==> config.mk <==
export PLATFORM = sky130hd
export DESIGN_NAME = lfo_ctrl
export DESIGN_NICKNAME = d
export VERILOG_FILES = /design/src/sv/lfo_pkg.sv /design/src/sv/lfo_ctrl.sv
export SDC_FILE = /design/constraint.sdc
export NUM_CORES = 1
export LEC_CHECK = 0
export BUFFER_PORTS_ARGS = -buffer_cell sky130_fd_sc_hd__buf_2
export CAP_MARGIN = 20
export CORE_AREA = 2 2 39 41
export DETAILED_ROUTE_END_ITERATION = 10
export DIE_AREA = 0 0 41 43
export SETUP_SLACK_MARGIN = 0.1
export SLEW_MARGIN = 0
export SYNTH_ARGS = -nofsm -noshare
export SYNTH_HDL_FRONTEND = slang
export SYNTH_SLANG_ARGS = --single-unit
==> constraint.sdc <==
create_clock -name clk -period 2.9 [get_ports clk]
set_clock_uncertainty 0.1 [all_clocks]
set_input_delay 0.58 -clock clk [delete_from_list [all_inputs] [get_ports clk]]
set_output_delay 0.58 -clock clk [all_outputs]
set_load 0.05 [all_outputs]
==> src/sv/lfo_pkg.sv <==
// Shared types, codes and constants of the track LFO modulator.
// Used by the controller, the datapath and the top level; depends on nothing.
`default_nettype none
package lfo_pkg;

	localparam int DIVISOR_DEF = 1024;
	localparam int DIV_STEPS   = 5;

	localparam logic signed [31:0] WORD_MAX   = 32'sh007E_FFFF;
	localparam logic signed [31:0] GATE_LOAD  = 32'sh791D_0000;
	localparam logic signed [31:0] GATE_RELOAD = 32'sh78F0_0000;

	typedef enum logic [1:0] {
		CMD_STEP  = 2'd0,
		CMD_ACC   = 2'd1,
		CMD_APPLY = 2'd2,
		CMD_NONE  = 2'd3
	} cmd_t;

	typedef enum logic [2:0] {
		CFG_PAGE      = 3'd0,
		CFG_DEST      = 3'd1,
		CFG_TRIG_MODE = 3'd2,
		CFG_WAVE      = 3'd3,
		CFG_MULT      = 3'd4,
		CFG_SPEED     = 3'd5,
		CFG_INTERLACE = 3'd6,
		CFG_DEPTH     = 3'd7
	} cfg_idx_t;

	typedef enum logic [3:0] {
		OP_IDLE, OP_LATCH, OP_MUL1, OP_MUL2, OP_PREP, OP_DIV, OP_REM,
		OP_WAVE, OP_SCALE1, OP_SCALE2, OP_ACC, OP_APPLY
	} op_t;

	typedef enum logic [3:0] {
		ST_IDLE, ST_MUL1, ST_MUL2, ST_PREP, ST_DIV, ST_REM, ST_WAVE,
		ST_SCALE1, ST_SCALE2, ST_ACC, ST_APPLY, ST_DONE
	} state_t;

	typedef struct packed {
		op_t  op;
		logic load_out;
	} ctl_t;

	typedef struct packed {
		logic div_last;
	} sts_t;

	typedef struct packed {
		logic [1:0]         command;
		logic [15:0]        elapsed;
		logic [15:0]        tick;
		logic               trig;
		logic               trig_pending;
		logic signed [31:0] target_word;
	} in_item_t;

	typedef struct packed {
		logic signed [24:0] wave_out;
		logic signed [31:0] level;
		logic               word_write;
		logic [5:0]         word_index;
		logic [22:0]        word_value;
	} out_item_t;

endpackage
`default_nettype wire

==> src/sv/lfo_ctrl.sv <==
// Sequencer of the track LFO: steps the datapath through each command.
// Depends on lfo_pkg.
`default_nettype none
module lfo_ctrl (
	input  wire logic          clk,
	input  wire logic          arst_n,
	input  wire logic          in_valid,
	input  wire logic [1:0]    in_cmd,
	output logic               in_stall,
	output logic               out_valid,
	input  wire logic          out_stall,
	input  wire lfo_pkg::sts_t sts,
	output lfo_pkg::ctl_t      ctl
);
	import lfo_pkg::*;

	state_t state_q, state_n;
	logic   out_valid_q;

	always_ff @(posedge clk or negedge arst_n) begin
		if (!arst_n) begin
			state_q     <= ST_IDLE;
			out_valid_q <= 1'b0;
		end else begin
			state_q <= state_n;
			if (ctl.load_out) begin
				out_valid_q <= 1'b1;
			end else if (!out_stall) begin
				out_valid_q <= 1'b0;
			end
		end
	end

	always_comb begin
		state_n      = state_q;
		ctl.op       = OP_IDLE;
		ctl.load_out = 1'b0;
		in_stall     = 1'b1;
		case (state_q)
			ST_IDLE: begin
				in_stall = 1'b0;
				if (in_valid) begin
					ctl.op = OP_LATCH;
					case (cmd_t'(in_cmd))
						CMD_STEP:  state_n = ST_MUL1;
						CMD_ACC:   state_n = ST_ACC;
						CMD_APPLY: state_n = ST_APPLY;
						default:   state_n = ST_DONE;
					endcase
				end
			end
			ST_MUL1:   begin ctl.op = OP_MUL1;   state_n = ST_MUL2;   end
			ST_MUL2:   begin ctl.op = OP_MUL2;   state_n = ST_PREP;   end
			ST_PREP:   begin ctl.op = OP_PREP;   state_n = ST_DIV;    end
			ST_DIV: begin
				ctl.op = OP_DIV;
				if (sts.div_last) state_n = ST_REM;
			end
			ST_REM:    begin ctl.op = OP_REM;    state_n = ST_WAVE;   end
			ST_WAVE:   begin ctl.op = OP_WAVE;   state_n = ST_SCALE1; end
			ST_SCALE1: begin ctl.op = OP_SCALE1; state_n = ST_SCALE2; end
			ST_SCALE2: begin ctl.op = OP_SCALE2; state_n = ST_DONE;   end
			ST_ACC:    begin ctl.op = OP_ACC;    state_n = ST_DONE;   end
			ST_APPLY:  begin ctl.op = OP_APPLY;  state_n = ST_DONE;   end
			ST_DONE: begin
				if (!out_valid_q || !out_stall) begin
					ctl.load_out = 1'b1;
					state_n      = ST_IDLE;
				end
			end
			default: state_n = ST_IDLE;
		endcase
	end

	assign out_valid = out_valid_q;

endmodule
`default_nettype wire

==> results_dict.tcl <==
set metrics [dict create \
    multi_input_area_um2 227.7 \
    status "complete, no violations" \
    insertion_delay_ns 0.24 \
    ys_ff_latch 5 \
    synth.area.top_cells "dfrtp_1 (33%), nor2_1 (7.9%), nand3b_4 (5.2%)" \
    drt-pass1-iter-count 4 \
    path_clk_slew_ns 0.04 \
    synth_cells 47 \
    die-area_um2 1763 \
    fin_setup_tns_ns 0 \
    place_congestion 0.6491 \
    dp_hpwl_um 614.9 \
    synth-adder-area-share_pct 0 \
    syn-cell-area_um2 381.6 \
    tightest_slew_ns 0.4924 \
    regArea_um2 125.1 \
    worstPathRequired_ns 2.22 \
    overflow 0 \
    start_kind "flip-flop" \
    synth_top_family_by_area "simple AND/OR/NAND/NOR gates" \
    ant_nets 0 \
    rsz0062_at_grt "false" \
    period_needed_ns 2.289 \
    holdWs_ns 0.04451 \
    cts_setup_buffers 0 \
    placed_area_um2 445.4 \
    hold_buffers 0 \
    synthSimpleGateAreaFrac_pct 28.20 \
    yosysSeqAreaShare_pct 32.79 \
    die_h_um 43 \
    via_per_inst 4.766 \
    numCtsBuffers 3 \
    synth-compound-area-share_pct 26.89 \
    final.period_utilization_pct 78.93 \
    cp-end-kind "primary output" \
    synth.distinct_cells 22 \
    fin_area_um2 471.7 \
    rows 14 \
    grt_pass1_wl_um 1317 \
    grt_max_degree 16 \
    route.detailed.drc 0 \
    h-tree-depth 1 \
    antenna_found_initial 0 \
    syn_to_final_growth_pct 23.61 \
    grt_pass1_vias 343 \
    wl_per_cell_um 10.51 \
    vias 367 \
    max-cap-violations 0 \
    setup_viol 0 \
    syn_nets 54 \
    ys_warn_count 0 \
    path_max_fanout 15 \
    initial_core_util_pct 27.58 \
    nFillCells 153 \
    pin_count 14 \
    relSlewSlack_pct 67.17 \
    cts_tree "built" \
    post_cts_resized 0 \
    finalNetCount 69 \
    synth.avg_cell_area_um2 8.119 \
    cp-startpoint "state_q[3]$_DFFE_PN0P_" \
    hold_viol_final 0 \
    synth_top_cell_area_share_pct 32.79 \
    synthMuxAreaShare_pct 0 \
    r2r-start "state_q[3]$_DFFE_PN0P_" \
    clock.fmax_ghz 0.4369 \
    grt.total_usage_pct 11.53 \
    core_area_um2 1384 \
    crit_type "reg2out" \
    worst_ep_arrival_time_ns 1.61 \
    ctsLongestPathBuffers 2 \
    final_cell_mix "buf_2 (13), nor2_1 (8), dfrtp_1 (5)" \
    synth_top_area_cell "dfrtp_1" \
    diodes 0 \
    wl_um 809 \
    hold_path.class "in2async" \
    die_w_um 41 \
    drive_above_1_share_pct 29.51 \
    drt_iter0_markers 1 \
    cts-root-buf "clkbuf_4" \
    synth-xor-area-share_pct 4.590 \
    clock_sinks 5 \
    final_common_cell "buf_2" \
    numPortBuffers 13 \
    finalMaxSlewViolations 0 \
]
[sequential cells by signal, summed over array words and instances, names as in the netlist]
register,cells
state_q,4
out_valid,1
[per-layer routing]
metal / up-vias / wire, µm / track usage [%]
met5: - / 0 / 0
met4: 0 / 5 / 10.00
met3: 2 / 40 / 4.712
met2: 7 / 382 / 16.25
met1: 164 / 380 / 12.50
li1: 194 / - / -
[cell usage after synthesis (all sizes together)]
cell and number:
nand2 4, and2 1, nor4b 1, buf 3, a21o 1, nor2 9
nor2b 1, o21ai 6, nand3b 1, dfrtp 5, o31a 1, a21oi 3
xnor2 2, a221oi 2, o211ai 1, a31o 1, inv 2, o21bai 1
nor3 2
[worst max-delay path, cell delays in order (launching register included)]
cell and delay, ns:
dfrtp_1 0.64, nor3_1 0.14, a221oi_1 0.27, buf_2 0.31
[metrics by stage]
stage,utilization [%],setup slack (ns),std cells
floorplan,-,0.3377,47
global placement,32.19,0.9020,73
detailed placement,32.19,0.8840,73
CTS,34.09,0.6068,77
global route,34.09,0.4807,77
finish,34.09,0.6112,77
[logic make-up (layout without fill, tap and decap cells)]
logic type	count (synthesis)	count (layout)
simple gates	19	19
compound gates	16	16
xor+xnor	2	2
buf+inv	5	19
flops	5	5
[area by class of cell]
type,count,share of cell area (%)
Multi-Input combinational cell,37,48.28
Sequential cell,5,26.53
Timing Repair Buffer,13,13.79
Clock buffer,4,5.570
Tap cell,16,4.244
Inverter,2,1.592
[final timing paths]
path | endpoint | slack, ns | depth (start not counted)
max in group asynchronous | state_q[0]$_DFFE_PN0P_ | 2.52 | 1
setup reg to reg | state_q[0]$_DFFE_PN0P_ | 1.44 | 4
hold reg to reg | out_valid$_DFFE_PN0P_ | 0.49 | 2
min in group clk | out_valid$_DFFE_PN0P_ | 0.49 | 2
setup / recovery | ctl[1] | 0.61 | 3
hold / removal | state_q[2]$_DFFE_PN0P_ | 0.04 | 1
Power is not shown: default switching activity piles up to over one toggle a cycle in this logic, so the estimate is an artifact.
